File: src/hw/rtl/aekd_pkg.sv
// Shared constants, token codes, control struct and decode functions
// for the ANSI escape key decoder. No dependencies.
package aekd_pkg;

    localparam int CSI_MAX_LEN = 15;
    localparam int CSI_LEN_W   = $clog2(CSI_MAX_LEN + 1);
    localparam int NUM_SAT     = 1000;
    localparam int NUM_W       = $clog2(NUM_SAT + 1);
    localparam int NUM_SUM_W   = $clog2(NUM_SAT * 10 + 10);

    localparam logic [15:0] TIMEOUT_RESET = 16'd50;

    localparam logic [7:0] CH_ESC   = 8'h1B;
    localparam logic [7:0] CH_LBRK  = 8'h5B;
    localparam logic [7:0] CH_O     = 8'h4F;
    localparam logic [7:0] CH_TILDE = 8'h7E;
    localparam logic [7:0] CH_SEMI  = 8'h3B;
    localparam logic [7:0] CH_ONE   = 8'h31;
    localparam logic [7:0] CH_TWO   = 8'h32;
    localparam logic [7:0] CH_PLUS  = 8'h2B;
    localparam logic [7:0] CH_MINUS = 8'h2D;
    localparam logic [7:0] CH_SPACE = 8'h20;
    localparam logic [7:0] CH_ZERO  = 8'h30;
    localparam logic [7:0] CH_NINE  = 8'h39;
    localparam logic [7:0] CH_A     = 8'h41;
    localparam logic [7:0] CH_D     = 8'h44;
    localparam logic [7:0] CH_F     = 8'h46;
    localparam logic [7:0] CH_H     = 8'h48;
    localparam logic [7:0] CH_P     = 8'h50;
    localparam logic [7:0] CH_Q     = 8'h51;
    localparam logic [7:0] CH_R     = 8'h52;
    localparam logic [7:0] CH_S     = 8'h53;
    localparam logic [7:0] CH_Z     = 8'h5A;
    localparam logic [7:0] CH_LA    = 8'h61;
    localparam logic [7:0] CH_LZ    = 8'h7A;
    localparam logic [7:0] CH_TAB   = 8'h09;
    localparam logic [7:0] CH_CR    = 8'h0D;

    localparam logic [7:0] TOK_ESC      = 8'd0;
    localparam logic [7:0] TOK_UNKNOWN  = 8'd1;
    localparam logic [7:0] TOK_UP       = 8'd2;
    localparam logic [7:0] TOK_HOME     = 8'd6;
    localparam logic [7:0] TOK_END      = 8'd7;
    localparam logic [7:0] TOK_SHIFT_UP = 8'd8;
    localparam logic [7:0] TOK_INS      = 8'd12;
    localparam logic [7:0] TOK_DEL      = 8'd13;
    localparam logic [7:0] TOK_PGUP     = 8'd14;
    localparam logic [7:0] TOK_PGDN     = 8'd15;
    localparam logic [7:0] TOK_F1       = 8'd16;
    localparam logic [7:0] TOK_F12      = 8'd27;

    localparam logic [1:0] REG_TIMEOUT = 2'd0;

    typedef struct packed {
        logic       clr;
        logic       push;
        logic [7:0] data;
    } csi_ctl_t;

    function automatic logic is_final(input logic [7:0] c);
        return (c >= CH_A && c <= CH_Z) || (c >= CH_LA && c <= CH_LZ) || c == CH_TILDE;
    endfunction

    function automatic logic is_arrow(input logic [7:0] c);
        return c >= CH_A && c <= CH_D;
    endfunction

    function automatic logic [7:0] arrow_off(input logic [7:0] c);
        return c - CH_A;
    endfunction

    function automatic logic is_ws(input logic [7:0] c);
        return c == CH_SPACE || (c >= CH_TAB && c <= CH_CR);
    endfunction

    function automatic logic is_digit(input logic [7:0] c);
        return c >= CH_ZERO && c <= CH_NINE;
    endfunction

    function automatic logic [7:0] tilde_key(input logic [NUM_W-1:0] n);
        logic [7:0] k;
        unique case (n)
            NUM_W'(1):  k = TOK_HOME;
            NUM_W'(2):  k = TOK_INS;
            NUM_W'(3):  k = TOK_DEL;
            NUM_W'(4):  k = TOK_END;
            NUM_W'(5):  k = TOK_PGUP;
            NUM_W'(6):  k = TOK_PGDN;
            NUM_W'(11): k = TOK_F1;
            NUM_W'(12): k = TOK_F1 + 8'd1;
            NUM_W'(13): k = TOK_F1 + 8'd2;
            NUM_W'(14): k = TOK_F1 + 8'd3;
            NUM_W'(15): k = TOK_F1 + 8'd4;
            NUM_W'(17): k = TOK_F1 + 8'd5;
            NUM_W'(18): k = TOK_F1 + 8'd6;
            NUM_W'(19): k = TOK_F1 + 8'd7;
            NUM_W'(20): k = TOK_F1 + 8'd8;
            NUM_W'(21): k = TOK_F1 + 8'd9;
            NUM_W'(23): k = TOK_F1 + 8'd10;
            NUM_W'(24): k = TOK_F1 + 8'd11;
            default:    k = TOK_UNKNOWN;
        endcase
        return k;
    endfunction

    function automatic logic [7:0] decode_ss3(input logic [7:0] c);
        logic [7:0] k;
        if (is_arrow(c))
        begin
            k = TOK_UP + arrow_off(c);
        end
        else
        begin
            unique case (c)
                CH_H:    k = TOK_HOME;
                CH_F:    k = TOK_END;
                CH_P:    k = TOK_F1;
                CH_Q:    k = TOK_F1 + 8'd1;
                CH_R:    k = TOK_F1 + 8'd2;
                CH_S:    k = TOK_F1 + 8'd3;
                default: k = TOK_UNKNOWN;
            endcase
        end
        return k;
    endfunction

endpackage

File: src/hw/rtl/aekd_csi_acc.sv
// CSI sequence accumulator: tracks length, last byte, shift-arrow prefix
// and the leading number, and decodes the key. Depends on aekd_pkg.
module aekd_csi_acc (
    input  logic                           clk,
    input  logic                           rst_n,
    input  aekd_pkg::csi_ctl_t             ctl,
    output logic [aekd_pkg::CSI_LEN_W-1:0] len,
    output logic [7:0]                     key
);

    typedef enum logic [1:0] {
        PH_WS,
        PH_DIG,
        PH_DONE
    } phase_t;

    logic [aekd_pkg::CSI_LEN_W-1:0] len_reg, len_next;
    logic [7:0]                     last_reg, last_next;
    logic                           pre_ok_reg, pre_ok_next;
    logic                           neg_reg, neg_next;
    logic [aekd_pkg::NUM_W-1:0]     num_reg, num_next;
    phase_t                         phase_reg, phase_next;
    logic [aekd_pkg::NUM_SUM_W-1:0] num_sum;

    always_comb
    begin
        len_next    = len_reg;
        last_next   = last_reg;
        pre_ok_next = pre_ok_reg;
        neg_next    = neg_reg;
        num_next    = num_reg;
        phase_next  = phase_reg;
        num_sum     = {1'b0, num_reg, 3'b000} + {3'b000, num_reg, 1'b0}
                    + aekd_pkg::NUM_SUM_W'(ctl.data[3:0]);
        if (ctl.clr)
        begin
            len_next    = '0;
            pre_ok_next = 1'b0;
            neg_next    = 1'b0;
            num_next    = '0;
            phase_next  = PH_WS;
        end
        else if (ctl.push)
        begin
            len_next  = len_reg + aekd_pkg::CSI_LEN_W'(1);
            last_next = ctl.data;
            if (len_reg == aekd_pkg::CSI_LEN_W'(0))
            begin
                pre_ok_next = ctl.data == aekd_pkg::CH_ONE;
            end
            else if (len_reg == aekd_pkg::CSI_LEN_W'(1))
            begin
                pre_ok_next = pre_ok_reg && ctl.data == aekd_pkg::CH_SEMI;
            end
            else if (len_reg == aekd_pkg::CSI_LEN_W'(2))
            begin
                pre_ok_next = pre_ok_reg && ctl.data == aekd_pkg::CH_TWO;
            end
            unique case (phase_reg)
                PH_WS:
                begin
                    if (aekd_pkg::is_ws(ctl.data))
                    begin
                        phase_next = PH_WS;
                    end
                    else if (ctl.data == aekd_pkg::CH_PLUS || ctl.data == aekd_pkg::CH_MINUS)
                    begin
                        neg_next   = ctl.data == aekd_pkg::CH_MINUS;
                        phase_next = PH_DIG;
                    end
                    else if (aekd_pkg::is_digit(ctl.data))
                    begin
                        num_next   = aekd_pkg::NUM_W'(ctl.data[3:0]);
                        phase_next = PH_DIG;
                    end
                    else
                    begin
                        phase_next = PH_DONE;
                    end
                end
                PH_DIG:
                begin
                    if (aekd_pkg::is_digit(ctl.data))
                    begin
                        if (num_sum > aekd_pkg::NUM_SUM_W'(aekd_pkg::NUM_SAT))
                        begin
                            num_next = aekd_pkg::NUM_W'(aekd_pkg::NUM_SAT);
                        end
                        else
                        begin
                            num_next = num_sum[aekd_pkg::NUM_W-1:0];
                        end
                    end
                    else
                    begin
                        phase_next = PH_DONE;
                    end
                end
                default:
                begin
                    phase_next = PH_DONE;
                end
            endcase
        end
    end

    always_comb
    begin
        if (len_next == '0)
        begin
            key = aekd_pkg::TOK_UNKNOWN;
        end
        else if (len_next == aekd_pkg::CSI_LEN_W'(1) && aekd_pkg::is_arrow(last_next))
        begin
            key = aekd_pkg::TOK_UP + aekd_pkg::arrow_off(last_next);
        end
        else if (len_next == aekd_pkg::CSI_LEN_W'(1) && last_next == aekd_pkg::CH_H)
        begin
            key = aekd_pkg::TOK_HOME;
        end
        else if (len_next == aekd_pkg::CSI_LEN_W'(1) && last_next == aekd_pkg::CH_F)
        begin
            key = aekd_pkg::TOK_END;
        end
        else if (len_next == aekd_pkg::CSI_LEN_W'(4) && pre_ok_next
                 && aekd_pkg::is_arrow(last_next))
        begin
            key = aekd_pkg::TOK_SHIFT_UP + aekd_pkg::arrow_off(last_next);
        end
        else if (last_next != aekd_pkg::CH_TILDE)
        begin
            key = aekd_pkg::TOK_UNKNOWN;
        end
        else if (neg_next && num_next != '0)
        begin
            key = aekd_pkg::TOK_UNKNOWN;
        end
        else
        begin
            key = aekd_pkg::tilde_key(num_next);
        end
    end

    always_ff @(posedge clk or negedge rst_n)
    begin
        if (!rst_n)
        begin
            len_reg    <= '0;
            last_reg   <= '0;
            pre_ok_reg <= 1'b0;
            neg_reg    <= 1'b0;
            num_reg    <= '0;
            phase_reg  <= PH_WS;
        end
        else
        begin
            len_reg    <= len_next;
            last_reg   <= last_next;
            pre_ok_reg <= pre_ok_next;
            neg_reg    <= neg_next;
            num_reg    <= num_next;
            phase_reg  <= phase_next;
        end
    end

    assign len = len_reg;

`ifndef SYNTH
    a_len_max: assert property (@(posedge clk) disable iff (!rst_n)
        len_reg <= aekd_pkg::CSI_LEN_W'(aekd_pkg::CSI_MAX_LEN))
        else $error("csi length beyond buffer");

    a_num_sat: assert property (@(posedge clk) disable iff (!rst_n)
        num_reg <= aekd_pkg::NUM_W'(aekd_pkg::NUM_SAT))
        else $error("number not saturated");

    a_clr: assert property (@(posedge clk) disable iff (!rst_n)
        ctl.clr |=> (len_reg == '0 && phase_reg == PH_WS && num_reg == '0))
        else $error("clear did not reset accumulator");
`endif

endmodule

File: src/hw/rtl/ansi_escape_key_decoder.sv
// Top level of the ANSI escape key decoder: mode control, timeout counter,
// result register and APB register. Depends on aekd_pkg and aekd_csi_acc.
//
// Input channel (in_valid/in_ready): each transaction is either one time
// tick (is_tick = 1) or one received byte (rx_byte). Output channel
// (out_valid/out_ready): at most one result per input transaction, a plain
// byte (is_special = 0) or a key token (is_special = 1) in key_code.
// A result is registered and appears on the output in the cycle after
// the input transaction that causes it. Throughput: one input
// transaction per cycle; the result register frees each cycle its
// contents are taken, so in_ready stays high while out_ready is high or
// the register is empty. When the receiver stalls with a result pending,
// in_ready drops until the result is taken. Decoding is incremental, one
// byte per cycle, so a CSI key is decoded as its final byte is taken.
// Reset (rst_n low, asynchronous): idle mode, tick count zero, no result
// pending, escape_timeout_ticks back to 50 (APB byte address 0).
module ansi_escape_key_decoder (
    input  logic        clk,
    input  logic        rst_n,
    input  logic        in_valid,
    output logic        in_ready,
    input  logic        is_tick,
    input  logic [7:0]  rx_byte,
    output logic        out_valid,
    input  logic        out_ready,
    output logic        is_special,
    output logic [7:0]  key_code,
    input  logic        psel,
    input  logic        penable,
    input  logic        pwrite,
    input  logic [1:0]  paddr,
    input  logic [31:0] pwdata,
    output logic [31:0] prdata,
    output logic        pready
);

    typedef enum logic [1:0] {
        MODE_IDLE,
        MODE_ESC,
        MODE_CSI,
        MODE_SS3
    } mode_t;

    mode_t                          mode_reg, mode_next;
    logic [15:0]                    cnt_reg, cnt_next, cnt_inc;
    logic [15:0]                    timeout_reg;
    logic                           out_valid_reg;
    logic                           is_special_reg;
    logic [7:0]                     key_code_reg;
    logic                           emit;
    logic                           emit_special;
    logic [7:0]                     emit_code;
    logic                           accept;
    aekd_pkg::csi_ctl_t             csi_ctl;
    logic [aekd_pkg::CSI_LEN_W-1:0] csi_len;
    logic [7:0]                     csi_key;

    aekd_csi_acc u_csi (
        .clk   (clk),
        .rst_n (rst_n),
        .ctl   (csi_ctl),
        .len   (csi_len),
        .key   (csi_key)
    );

    assign in_ready = !out_valid_reg || out_ready;
    assign accept   = in_valid && in_ready;
    assign cnt_inc  = (cnt_reg == 16'hFFFF) ? cnt_reg : cnt_reg + 16'd1;

    always_comb
    begin
        mode_next    = mode_reg;
        cnt_next     = cnt_reg;
        emit         = 1'b0;
        emit_special = 1'b1;
        emit_code    = aekd_pkg::TOK_UNKNOWN;
        csi_ctl.clr  = 1'b0;
        csi_ctl.push = 1'b0;
        csi_ctl.data = rx_byte;
        if (accept)
        begin
            if (is_tick)
            begin
                if (mode_reg != MODE_IDLE)
                begin
                    cnt_next = cnt_inc;
                    if (cnt_inc >= timeout_reg)
                    begin
                        emit      = 1'b1;
                        mode_next = MODE_IDLE;
                        cnt_next  = '0;
                        unique case (mode_reg)
                            MODE_ESC: emit_code = aekd_pkg::TOK_ESC;
                            MODE_CSI: emit_code = csi_key;
                            default:  emit_code = aekd_pkg::TOK_UNKNOWN;
                        endcase
                    end
                end
            end
            else
            begin
                cnt_next = '0;
                unique case (mode_reg)
                    MODE_IDLE:
                    begin
                        if (rx_byte == aekd_pkg::CH_ESC)
                        begin
                            mode_next = MODE_ESC;
                        end
                        else
                        begin
                            emit         = 1'b1;
                            emit_special = 1'b0;
                            emit_code    = rx_byte;
                        end
                    end
                    MODE_ESC:
                    begin
                        if (rx_byte == aekd_pkg::CH_LBRK)
                        begin
                            mode_next   = MODE_CSI;
                            csi_ctl.clr = 1'b1;
                        end
                        else if (rx_byte == aekd_pkg::CH_O)
                        begin
                            mode_next = MODE_SS3;
                        end
                        else
                        begin
                            emit      = 1'b1;
                            mode_next = MODE_IDLE;
                        end
                    end
                    MODE_CSI:
                    begin
                        if (csi_len < aekd_pkg::CSI_LEN_W'(aekd_pkg::CSI_MAX_LEN))
                        begin
                            csi_ctl.push = 1'b1;
                            if (aekd_pkg::is_final(rx_byte))
                            begin
                                emit      = 1'b1;
                                emit_code = csi_key;
                                mode_next = MODE_IDLE;
                            end
                        end
                        else
                        begin
                            emit      = 1'b1;
                            emit_code = csi_key;
                            mode_next = MODE_IDLE;
                        end
                    end
                    default:
                    begin
                        emit      = 1'b1;
                        emit_code = aekd_pkg::decode_ss3(rx_byte);
                        mode_next = MODE_IDLE;
                    end
                endcase
            end
        end
    end

    always_ff @(posedge clk or negedge rst_n)
    begin
        if (!rst_n)
        begin
            mode_reg       <= MODE_IDLE;
            cnt_reg        <= '0;
            timeout_reg    <= aekd_pkg::TIMEOUT_RESET;
            out_valid_reg  <= 1'b0;
            is_special_reg <= 1'b0;
            key_code_reg   <= '0;
        end
        else
        begin
            mode_reg <= mode_next;
            cnt_reg  <= cnt_next;
            if (psel && penable && pwrite && pready && paddr == aekd_pkg::REG_TIMEOUT)
            begin
                timeout_reg <= pwdata[15:0];
            end
            if (accept && emit)
            begin
                out_valid_reg  <= 1'b1;
                is_special_reg <= emit_special;
                key_code_reg   <= emit_code;
            end
            else if (out_ready)
            begin
                out_valid_reg <= 1'b0;
            end
        end
    end

    assign out_valid  = out_valid_reg;
    assign is_special = is_special_reg;
    assign key_code   = key_code_reg;
    assign pready     = 1'b1;
    assign prdata     = (paddr == aekd_pkg::REG_TIMEOUT) ? {16'h0000, timeout_reg} : 32'h0;

`ifndef SYNTH
    a_plain_pass: assert property (@(posedge clk) disable iff (!rst_n)
        (accept && !is_tick && mode_reg == MODE_IDLE && rx_byte != aekd_pkg::CH_ESC)
        |=> (out_valid && !is_special && key_code == $past(rx_byte)))
        else $error("plain byte not passed through");

    a_idle_tick: assert property (@(posedge clk) disable iff (!rst_n)
        (accept && is_tick && mode_reg == MODE_IDLE)
        |=> (mode_reg == MODE_IDLE && cnt_reg == $past(cnt_reg)))
        else $error("tick in idle changed state");

    a_token_range: assert property (@(posedge clk) disable iff (!rst_n)
        (out_valid && is_special) |-> (key_code <= aekd_pkg::TOK_F12))
        else $error("token out of range");

    a_idle_count: assert property (@(posedge clk) disable iff (!rst_n)
        (mode_reg == MODE_IDLE) |-> (cnt_reg == '0))
        else $error("tick count not cleared in idle");
`endif

endmodule

File: config.mk
export PLATFORM = sky130hd
export DESIGN_NAME = ansi_escape_key_decoder
export DESIGN_NICKNAME = d
export VERILOG_FILES = /design/src/hw/rtl/aekd_pkg.sv /design/src/hw/rtl/aekd_csi_acc.sv /design/src/hw/rtl/ansi_escape_key_decoder.sv
export SDC_FILE = /design/constraint.sdc
export NUM_CORES = 1
export LEC_CHECK = 0
export BUFFER_PORTS_ARGS = -buffer_cell sky130_fd_sc_hd__buf_2
export CAP_MARGIN = 15
export CORE_AREA = 2 2 150 152
export DETAILED_ROUTE_END_ITERATION = 10
export DIE_AREA = 0 0 152 154
export GPL_TIMING_DRIVEN = 0
export PLACE_DENSITY = 0.56
export RECOVER_POWER = 100
export SYNTH_ARGS = -nofsm -noshare
export SYNTH_HDL_FRONTEND = slang
export SYNTH_HIERARCHICAL = 1
export SYNTH_SLANG_ARGS = --single-unit
File: constraint.sdc
create_clock -name clk -period 5.6 [get_ports clk]
set_clock_uncertainty 0.1 [all_clocks]
set_input_delay 1.68 -clock clk [delete_from_list [all_inputs] [get_ports clk]]
set_output_delay 1.68 -clock clk [all_outputs]
set_load 0.01 [all_outputs]
==> reports/metrics.yaml, run 1 <==
yosys:
  synth.distinct_cells: 79
  synth.area.top_cells: "dfrtp_1, ha_1, nand2_1"
  syn_area_um2: 6426
  synth_top_area_cell: "dfrtp_1"
  ys_seq_area_share_pct: 27.32
  postSynthAreaPerCell_um2: 8.228
  syn_inst: 781
  yosys_warnings: 6
  synth-edff-count: 0
  ys_ff_latch: 70
  synthFlopType: "dfrtp_1"
  synth_top_area_share_pct: 26.09
  synthArstFlopShare_pct: 100.0
clocking:
  clock_path_buffers: 2
  cts_made_buffers: 9
  cts_tree: "built"
  clkLatencyLatePin_ns: 0.35
  cts_sinks: 70
  clk_pin_slew_ns: 0.07
  cts_max_level: 3
  cts_root_buf: "clkbuf_16"
power_and_ir_drop:
  ir_drop_uv: 182.9
  power.total_mw: 1.866
  power.leakage_nw: 3.636
  pwr_density_cell_nw_per_um2: 229.6
global_route:
  gr-total-overflow: 0
  track_usage_pct: 15.76
  grt_pass1_wl_um: 30370
  antenna_found_initial: 0
  grt_pass1_vias: 6022
  grt_max_degree: 61
routing:
  routedWlPerCell_um: 15.72
  drt_iter0_drc: 406
  vias_per_cell: 5.179
  num_vias: 6148
  ant_nets: 0
  drt-total-wl_um: 18660
  first_pass_iters: 7
  drc_errors: 0
timing:
  max_freq_ghz: 0.1604
  relSlewSlack_pct: -127.6
  fin_crit_sh_pct: 111.3
  drv_slew: 61
  rsz0062_at_grt: "true"
  fin_ws_ns: -0.6348
  period_needed_ns: 6.235
  setup_viol: 5
  tightestPinTransition_ns: 3.414
  holdWs_ns: 0.4017
  hold_viol_final: 0
  final.setup.tns_ns: -2.240
status:
  status: "finished, violations left"
  failed_checks: "capacitance limit, slew limit, setup timing"
worst_setup_path:
  max_stage_delay_ns: 0.56
  cp_num_buf_inv: 7
  cpMaxStageDelayCell: "fa_2"
  worstPathArrival_ns: 6.36
  crit_chain: "buf_12 -> inv_12 -> fa_2 -> inv_2 -> ha_4 -> a211oi_4 -> buf_4 -> o211a_1 -> o31ai_1 -> mux2_4 -> nor4_4 -> buf_6 -> a31oi_4 -> buf_6 -> inv_6 -> ha_4 -> nor2b_4 -> a221o_1 -> a31oi_2 -> o21ai_2 -> a221o_1 -> a211oi_2 -> a32oi_1 -> mux2_4"
  setup.worst_path.start_class: "input pin"
  endpoint_kind: "register"
  required_ns: 5.73
  critical_path_class: "input pin to register"
  critPathTopFamily: "compound AO/OA/AOI/OAI gates"
  path_max_fanout: 7
final_layout:
  antenna-diode-count: 0
  layout_common_cells: "dfrtp_1, nand2_1, nor2_1"
  layout-drive-gt1-share_pct: 23.48
  seq_area_um2: 1755
  final_nets: 1010
  final_common_cell: "dfrtp_1"
  layout.cells.non_filler: 1187
  fillers: 2211
  multi_input_area_um2: 4599
  area_growth_pct: 26.48
placement:
  place_ws_ns: -1.935
  dp_hpwl_um: 13650
  routabilityCongestion: 0.8649
  portBuffers: 58
  dp_cells: 1136
run:
  drv_cap: 1
floorplanning:
  die_area_um2: 23410
  die_w_um: 152
  initial_utilization_pct: 29.63
  die_h_um: 154
  io_pins: 94
  core_region_area_um2: 21690
  rows: 54
min_path:
  min_path_type: "register to register"
==> worst reg2reg max path: stages (launching register included) <==
cell      delay [ns]
dfrtp_1         0.41
inv_1           0.10
fa_2            0.62
inv_2           0.05
ha_4            0.21
a211oi_4        0.28
buf_4           0.16
o211a_1         0.17
o31ai_1         0.08
mux2_4          0.29
nor4_4          0.29
buf_6           0.18
a31oi_4         0.10
buf_6           0.16
inv_6           0.05
ha_4            0.21
nor2b_4         0.12
a221o_1         0.32
a31oi_2         0.19
o21ai_2         0.10
a221o_1         0.37
a211oi_2        0.23
a32oi_1         0.14
mux2_4          0.28
==> what timing repair did <==
item | in CTS | in global routing
gates cloned | 0 | 0
setup buffers | 23 | 15
hold buffers | 0 | 0
setup endpoints to repair | 8 | 8
pin swaps | 27 | 27
resized for setup | 44 | 41
==> stage by stage <==
step	utilization, %	cell area, um2
global placement	33.42	7248
detailed placement	33.58	7283
CTS	36.52	7921
finish	37.48	8128
floorplan	-	6608
global route	37.48	8128
==> final timing paths <==
check	startpoint	to	slack (ns)	depth (start not counted)
max in group asynchronous	rst_n	timeout_reg[3]	0.52	2
worst max-delay path	rx_byte[3]	key_code[0]	-0.63	24
worst min-delay path	is_special	is_special	0.40	1
worst max register to register	u_csi/num_reg[2]	key_code[0]	0.27	23
worst min register to register	is_special	is_special	0.40	1
min in group asynchronous	rst_n	u_csi/num_reg[1]	1.22	1
==> cell families (layout without fill, tap and decap cells) <==
kind of cell	count (synthesis)	count (layout)	synth area share, %
simple gates	285	285	23.33
compound gates	203	203	21.65
buf+inv	106	217	7.340
flops	70	70	27.32
fa+ha+maj	58	58	11.53
xor+xnor	29	29	3.952
mux	28	28	4.770
other cells	2	17	0.1169
==> layer usage <==
metal | global-route usage, % | up-vias | wire [um]
met1 | 20.83 | 2900 | 9013
li1 | - | 3062 | -
met2 | 26.38 | 169 | 8546
met4 | 4.984 | 0 | 293
met3 | 2.565 | 17 | 802
met5 | 0 | - | 0
==> cell usage after synthesis, types with 4 or more instances <==
cell type,number
xor2_1,13
o211ai_1,9
clkbuf_1,29
nand3b_1,7
inv_1,49
nand3_1,23
o21a_1,7
a211oi_1,7
buf_2,5
buf_4,18
nor2b_1,9
and2_1,5
a21oi_1,48
a21o_1,4
xnor2_1,16
nor3_1,37
nand4_1,11
a2111oi_0,5
nand2_1,66
a32oi_1,5
o21ai_0,47
nor3b_1,4
o21ai_1,7
dfrtp_1,67
nor4_1,9
and3_1,12
a221oi_1,5
or4_1,8
a22o_1,7
nand2b_1,16
mux2i_1,10
o22ai_1,4
ha_1,56
mux2_2,17
a31oi_1,10
and4_1,4
nor2_1,55
==> where the power goes <==
group / switching, mW / internal, mW
clock: 0.260 / 0.351
combinational: 0.363 / 0.253
sequential: 0.0509 / 0.589
total: 0.673 / 1.19
==> layout make-up <==
class / count / area share, %
plain buffers: 52 / 3.725
clock buffers: 9 / 2.771
clock inverters: 7 / 1.016
inverters: 52 / 2.617
multi-input cells: 620 / 56.59
flip-flops and latches: 70 / 21.60
well taps: 280 / 4.310
repair buffers: 97 / 7.374
No activity file was read; power rests on OpenSTA's default activity.
==> run 2: changes to the inputs <==
--- a/config.mk
+++ b/config.mk
@@ -5,11 +5,12 @@
 export SDC_FILE = /design/constraint.sdc
 export NUM_CORES = 1
 export LEC_CHECK = 0
+export ABC_AREA = 1
 export BUFFER_PORTS_ARGS = -buffer_cell sky130_fd_sc_hd__buf_2
 export CAP_MARGIN = 15
-export CORE_AREA = 2 2 150 152
+export CORE_AREA = 2 2 156 158
 export DETAILED_ROUTE_END_ITERATION = 10
-export DIE_AREA = 0 0 152 154
+export DIE_AREA = 0 0 158 160
 export GPL_TIMING_DRIVEN = 0
 export PLACE_DENSITY = 0.56
 export RECOVER_POWER = 100
==> run 2 against run 1 <==
The flow finishes with violations (capacitance limit, slew limit). Highest routed layer unchanged. Worst setup slack gained 0.91 ns. Clock-buffer cell count grew 3. Global-route usage shrank 0.49 points.
==> reports/metrics.yaml, run 2 <==
status:
  status: "finished, violations left"
  failed_checks: "capacitance limit, slew limit"
power_and_ir_drop:
  ir_drop_uv: 126.9  # -31%
  power.leakage_nw: 4.362  # +20%
  power.total_mw: 1.851  # -0.83%
  pwr_density_cell_nw_per_um2: 222.0  # -3.3%
clocking:
  cts_sinks: 70  # unchanged
  cts_tree: "built"
  cts_max_level: 3  # unchanged
  cts_made_buffers: 9  # unchanged
  clock_path_buffers: 2  # unchanged
  clkLatencyLatePin_ns: 0.34  # about the same
  clk_pin_slew_ns: 0.05  # -0.02 ns
  cts_root_buf: "clkbuf_16"
yosys:
  synthArstFlopShare_pct: 100.0  # unchanged
  synth-edff-count: 0  # unchanged
  synth_top_area_share_pct: 23.89  # -2.2 points
  synth_top_area_cell: "dfrtp_1"
  synth.area.top_cells: "dfrtp_1, nand2_1, ha_1"
  postSynthAreaPerCell_um2: 6.467  # -21%
  synthFlopType: "dfrtp_1"
  syn_inst: 1085  # +39%
  synth_most_common_cell: "nand2_1"
  ys_ff_latch: 70  # unchanged
  ys_seq_area_share_pct: 25.02  # -2.3 points
  syn_area_um2: 7017  # +9.2%
  synth.distinct_cells: 60  # -24%
  yosys_warnings: 6  # unchanged
  synth_common_cells: "nand2_1, inv_1, nor2_1, nand3_1, dfrtp_1"
timing:
  period_needed_ns: 5.325  # -0.9101 ns
  relSlewSlack_pct: -60.62  # +67 points
  drv_slew: 51  # -16%
  max_freq_ghz: 0.1878  # +17%
  setup_viol: 0  # -5
  holdWs_ns: 0.3892  # -0.01250 ns
  tightestPinTransition_ns: 2.409  # -1.004 ns
  final.setup.tns_ns: 0  # +2.240 ns
  fin_crit_sh_pct: 95.08  # -16 points
  fin_ws_ns: 0.2753  # +0.9101 ns
  hold_viol_final: 0  # unchanged
placement:
  place_ws_ns: -0.7954  # +1.139 ns
  portBuffers: 60  # +3.4%
  dpl_cell_area_um2: 7814  # +7.3%
  dp_hpwl_um: 14930  # +9.4%
  routabilityCongestion: 0.8798  # +1.7%
  dp_cells: 1486  # +31%
final_layout:
  antenna-diode-count: 0  # unchanged
  layout-drive-gt1-share_pct: 16.74  # -6.7 points
  final_area_um2: 8337  # +2.6%
  layout_common_cells: "nand2_1, inv_1, nor2_1"
  fillers: 2665  # +21%
  layout.cells.non_filler: 1507  # +27%
  area_growth_pct: 18.81
  final_common_cell: "nand2_1"
  fin_util_pct: 35.00  # -2.5 points
  final_nets: 1287  # +27%
routing:
  drc_errors: 0  # unchanged
  first_pass_iters: 5  # -2
  vias_per_cell: 4.634  # -11%
  ant_nets: 0  # unchanged
  drt-total-wl_um: 18610  # -0.24%
  routedWlPerCell_um: 12.35  # -21%
  drt_iter0_drc: 304  # -25%
  num_vias: 6984  # +14%
worst_setup_path:
  critical_path_class: "input pin to register"
  endpoint: "key_code[4]"
  endpoint_kind: "register"
  required_ns: 5.77  # +0.04 ns
  path_max_fanout: 10  # +3
  worstPathArrival_ns: 5.49  # -0.87 ns
  reg2reg_depth: 23  # unchanged
  r2r-end: "key_code[4]"
  setup.worst_path.start_class: "input pin"
  rr_startpoint: "mode_reg[0]"
  crit_path_start: "rx_byte[3]"
  ff2ff_setup_slack_ns: 1.06  # +0.79 ns
global_route:
  grt_pass1_vias: 6610  # +9.8%
  grt_pass1_wl_um: 31510  # +3.8%
  gr-total-overflow: 0  # unchanged
  grt_max_degree: 51  # -16%
  antenna_found_initial: 0  # unchanged
  track_usage_pct: 15.27  # -0.49 points
floorplanning:
  die_w_um: 158  # +3.9%
  die_area_um2: 25280  # +8.0%
  initial_utilization_pct: 29.46  # -0.17 points
  rows: 57  # +5.6%
  core_region_area_um2: 23820  # +9.8%
  io_pins: 94  # unchanged
  die_h_um: 160  # +3.9%
run:
  drv_cap: 1  # unchanged
min_path:
  min_path_type: "register to register"
==> run 2: cell count changes after synthesis, moves of 18 or more <==
cell	previous run	this run
nand3_1	23	75
clkbuf_1	29	8
o21ai_0	47	25
inv_1	49	167
o21ai_1	7	25
nor2_1	55	131
nor3_1	37	13
nand2_1	66	276
==> run 2: how the worst min path moves through the flow <==
stage	from	cells after the start	to	slack [ns]
5_1_grt	key_code[4]	2	key_code[4]	0.41
4_1_cts	key_code[5]	2	key_code[5]	0.40
3_3_place_gp	key_code[0]	2	key_code[0]	0.37
6_report	key_code[5]	2	key_code[5]	0.39
3_5_place_dp	key_code[5]	2	key_code[5]	0.38
2_1_floorplan	timeout_reg[1]	2	timeout_reg[1]	0.38
==> run 2: per-layer routing <==
layer,share of wire [%],track usage [%],up-vias
met5,0,0,-
met4,1.1,3.890,0
met3,4.6,2.877,13
met2,48,26.50,152
met1,46,19.35,3189
li1,-,-,3630
==> run 2: kinds of logic after synthesis <==
logic type	count (synthesis)	share of synthesized area (%)
AOI/OAI and AO/OA	149	13.04
xor gates and xnor gates	17	2.122
and+or+nand+nor	570	36.23
buffers and inverters	219	12.93
adders and majority gates	58	10.56
DFF	70	25.02
other	2	0.1070
==> run 2: area by class of cell <==
class	instances	area, um2	area share, %
Inverter	189	720.7	8.645
Buffer	29	191.4	2.296
Timing Repair Buffer	69	357.8	4.292
Multi-Input combinational cell	811	4591	55.07
Clock buffer	12	246.5	2.957
Sequential cell	70	1755	21.06
Clock inverter	3	68.82	0.8255
Tap cell	324	405.4	4.863
==> run 2: worst max-delay path, stage by stage <==
cell and delay, ns:
buf_8 0.13, clkinvlp_4 0.13, fa_2 0.57, inv_1 0.08
ha_4 0.26, nand2_1 0.05, nand2_2 0.11, nand3_1 0.09
nand2_1 0.13, xor2_2 0.18, nand3_2 0.14, nand4_1 0.12
nand2_1 0.06, nand2_1 0.06, nand2_2 0.07, nand3_4 0.13
ha_4 0.15, inv_1 0.05, a21oi_2 0.13, nand3_1 0.08
nand2_1 0.10, and2_4 0.19, a31oi_2 0.11, nor2_2 0.20
nand2_1 0.07, a22oi_1 0.18, nand2_1 0.09, o21ai_2 0.13
==> run 2: what timing repair did <==
action / CTS / global route
cloned: 0 / 0
buffers inserted: 2 / 5
gates resized for setup: 12 / 42
setup endpoints to repair: 8 / 8
pin swaps: 1 / 16
hold buffers: 0 / 0
==> run 2: report_power, final <==
group	switching (mW)	leakage (nW)	internal (mW)
clock network	0.217	0.153	0.401
registers	0.0408	0.858	0.582
logic	0.389	3.35	0.221
==> run 3: changes to the inputs <==
--- a/config.mk
+++ b/config.mk
@@ -8,11 +8,11 @@
 export ABC_AREA = 1
 export BUFFER_PORTS_ARGS = -buffer_cell sky130_fd_sc_hd__buf_2
 export CAP_MARGIN = 15
-export CORE_AREA = 2 2 156 158
+export CORE_AREA = 2 2 116 118
 export DETAILED_ROUTE_END_ITERATION = 10
-export DIE_AREA = 0 0 158 160
+export DIE_AREA = 0 0 118 120
 export GPL_TIMING_DRIVEN = 0
-export PLACE_DENSITY = 0.56
+export PLACE_DENSITY = 0.85
 export RECOVER_POWER = 100
 export SYNTH_ARGS = -nofsm -noshare
 export SYNTH_HDL_FRONTEND = slang
==> run 3 against run 2 <==
First-iteration DRC count is 60% higher. Non-clock buffer count is 6 lower. Critical path depth is 4 lower. Total power is 2.7% lower. Maximum frequency is 0.30% lower. Die area is 44% lower. Sequential power hardly changed. The run still ends with capacitance limit, slew limit left. Sequential share of layout area is 0.65 points higher. Global-route usage is 10 points higher. Largest cell class unchanged. Critical endpoint is now key_code[7]. Cell count is 10% lower. Routed wire length is 4.9% lower.
==> reports/metrics.yaml, run 3 (same netlist as run 2, synthesis figures left out) <==
worst_setup_path:
  worstPathArrival_ns: 5.52  # +0.03 ns
  crit_top_cell: "nor2_1"
  crit_path_start: "rx_byte[0]"
  required_ns: 5.78  # about the same
  setup.worst_path.start_class: "input pin"
  path_max_fanout: 10  # unchanged
  endpoint_kind: "register"
  critPathTopFamily: "simple AND/OR/NAND/NOR gates"
  critical_path_class: "input pin to register"
  max_stage_delay_ns: 0.29  # -0.28 ns
  cpMaxStageDelayCell: "ha_2"
  cp_num_buf_inv: 5  # +1
  rr_startpoint: "mode_reg[0]"
  r2r-end: "key_code[7]"
  endpoint: "key_code[7]"
  ff2ff_setup_slack_ns: 1.02  # -0.04 ns
  crit_chain: "buf_2 -> ha_2 -> and2_4 -> nand2_1 -> nor4_4 -> buf_4 -> nor2_8 -> or2_2 -> o21ai_1 -> nand3_1 -> nor2_1 -> nor2_1 -> inv_1 -> ha_1 -> inv_1 -> nor2_1 -> o211ai_2 -> a211oi_2 -> inv_1 -> nor2_1 -> nand2_1 -> o211ai_1 -> nand3_1 -> nand2_1"
  reg2reg_depth: 24  # +4.3%
  path_depth: 24  # -14%
global_route:
  grt.met1_usage_pct: 31.21  # +12 points
  gr-total-overflow: 0  # unchanged
  track_usage_pct: 25.65  # +10 points
  grt_busiest_layer: "met2"
  grt_util_met3_pct: 5.466  # +2.6 points
  grt_max_degree: 71  # +39%
  antenna_found_initial: 0  # unchanged
  grt_pass1_vias: 6748  # +2.1%
  use_met2_pct: 44.84  # +18 points
  grt_pass1_wl_um: 30050  # -4.6%
routing:
  ant_nets: 0  # unchanged
  routedWlPerCell_um: 13.09  # +6.0%
  vias_per_cell: 5.335  # +15%
  drt-total-wl_um: 17710  # -4.9%
  drc_errors: 0  # unchanged
  num_vias: 7218  # +3.4%
  drt_iter0_drc: 485  # +60%
  first_pass_iters: 5  # unchanged
final_layout:
  layout-drive-gt1-share_pct: 17.67  # +0.93 points
  seq_area_um2: 1755  # unchanged
  multi_input_area_um2: 4586  # -0.11%
  antenna-diode-count: 0  # unchanged
  fin_util_pct: 62.29  # +27 points
  area_growth_pct: 15.23
  fillers: 1165  # -56%
  final_common_cell: "nand2_1"
  final_nets: 1281  # -0.47%
  layout_common_cells: "nand2_1, inv_1, nor2_1"
timing:
  relSlewSlack_pct: -16.88  # +44 points
  max_freq_ghz: 0.1872  # -0.30%
  hold_viol_final: 0  # unchanged
  period_needed_ns: 5.341  # +0.01612 ns
  setup_viol: 0  # unchanged
  fin_crit_sh_pct: 95.37  # +0.29 points
  tightestPinTransition_ns: 1.753  # -0.6562 ns
  drv_slew: 71  # +39%
power_and_ir_drop:
  ir_drop_uv: 164.8  # +30%
  power.total_mw: 1.802  # -2.7%
  power.leakage_nw: 4.356  # -0.13%
  pwr_density_cell_nw_per_um2: 222.9  # +0.38%
clocking:
  cts_root_buf: "clkbuf_16"
  cts_tree: "built"
  ctsHoldBuffers: 0  # unchanged
  cts_max_level: 3  # unchanged
  cts_made_buffers: 9  # unchanged
  clock_path_buffers: 2  # unchanged
  cts_sinks: 70  # unchanged
  clkLatencyLatePin_ns: 0.34  # about the same
  clk_pin_slew_ns: 0.05  # about the same
min_path:
  min_path_type: "register to register"
  hold_path_depth: 2  # unchanged
  worstHoldStart: "key_code[6]"
status:
  status: "finished, violations left"
  failed_checks: "capacitance limit, slew limit"
placement:
  routabilityCongestion: 0.9404  # +6.9%
  portBuffers: 60  # unchanged
  dp_hpwl_um: 13550  # -9.3%
floorplanning:
  die_area_um2: 14160  # -44%
  rows: 42  # -26%
  io_pins: 94  # unchanged
  die_h_um: 120  # -25%
  initial_utilization_pct: 54.06  # +25 points
  die_w_um: 118  # -25%
  core_region_area_um2: 12980  # -46%
run:
  drv_cap: 1  # unchanged
==> run 3: cell count changes in the layout (fill, tap and decap cells not counted), moves of 2 or more <==
cell / previous run / this run
buf_2: 44 / 51
clkbuf_1: 27 / 17
o21ai_0: 29 / 24
nand3_1: 73 / 71
nand4_1: 18 / 16
o21ai_1: 18 / 24
nand4_2: 0 / 2
buf_4: 24 / 19
nand3_2: 4 / 6
==> run 3: through the flow <==
step | cell area [um2] | hold slack [ns] | cells | setup TNS [ns] | setup slack [ns]
after detailed placement | 7601 | 0.3793 | 1337 | -4.036 | -0.5859
after floorplan | 7073 | 0.3770 | 1100 | 0 | 0.3805
after global placement | 7594 | 0.3736 | 1336 | -4.877 | -0.7136
final | 8085 | 0.3896 | 1353 | 0 | 0.2592
after CTS | 7914 | 0.3957 | 1352 | 0 | 0.01233
after global routing | 8085 | 0.4066 | 1353 | -0.02888 | -0.02888
==> run 3: where the power goes <==
part	switching, mW	leakage [nW]	internal (mW)
Clock	0.217	0.145	0.355
Sequential	0.0404	0.858	0.582
Combinational	0.390	3.35	0.218
Total	0.647	4.36	1.15
==> run 3: per-layer routing <==
metal | share of wire (%) | vias up | routed length, um
li1 | - | 3619 | -
met1 | 43 | 3232 | 7578
met2 | 48 | 318 | 8481
met3 | 6.9 | 49 | 1214
met4 | 2.5 | 0 | 435
met5 | 0 | - | 0
==> run 3: worst register-to-register path, stage by stage, from the launching register on <==
cell and delay, ns:
dfrtp_1 0.35, buf_2 0.16, nor2_1 0.37, inv_2 0.21, nor4_4 0.35, buf_2 0.25
inv_2 0.10, nor2_8 0.17, inv_4 0.10, o21ai_1 0.35, nand3_1 0.19, nor2_1 0.23
nor2_1 0.14, inv_1 0.12, ha_1 0.20, inv_1 0.07, nor2_1 0.19, o211ai_2 0.15
a211oi_2 0.19, inv_1 0.06, nor2_1 0.15, nand2_1 0.07, o211ai_1 0.09, nand3_1 0.09
nand2_1 0.07
==> run 3: layout make-up <==
| type | count | area share (%) |
|---|---|---|
| Inverter | 189 | 8.867 |
| Clock inverter | 5 | 0.7428 |
| Sequential cell | 70 | 21.71 |
| Multi-Input combinational cell | 811 | 56.72 |
| Clock buffer | 10 | 2.956 |
| Tap cell | 176 | 2.724 |
| Buffer | 29 | 2.368 |
| Timing Repair Buffer | 63 | 3.915 |
==> run 3: worst min-delay path by stage <==
stage | endpoint | slack (ns)
after global routing | key_code[4] | 0.41
after floorplan | timeout_reg[1] | 0.38
final | key_code[6] | 0.39
after detailed placement | key_code[5] | 0.38
after CTS | key_code[0] | 0.40
after global placement | key_code[0] | 0.37
==> run 3: repair_timing <==
action,in CTS,in global routing
setup buffers,0,2
pin swaps,0,13
gates resized for setup,5,42
endpoints found under the setup margin,8,8
hold endpoints to repair,0,0
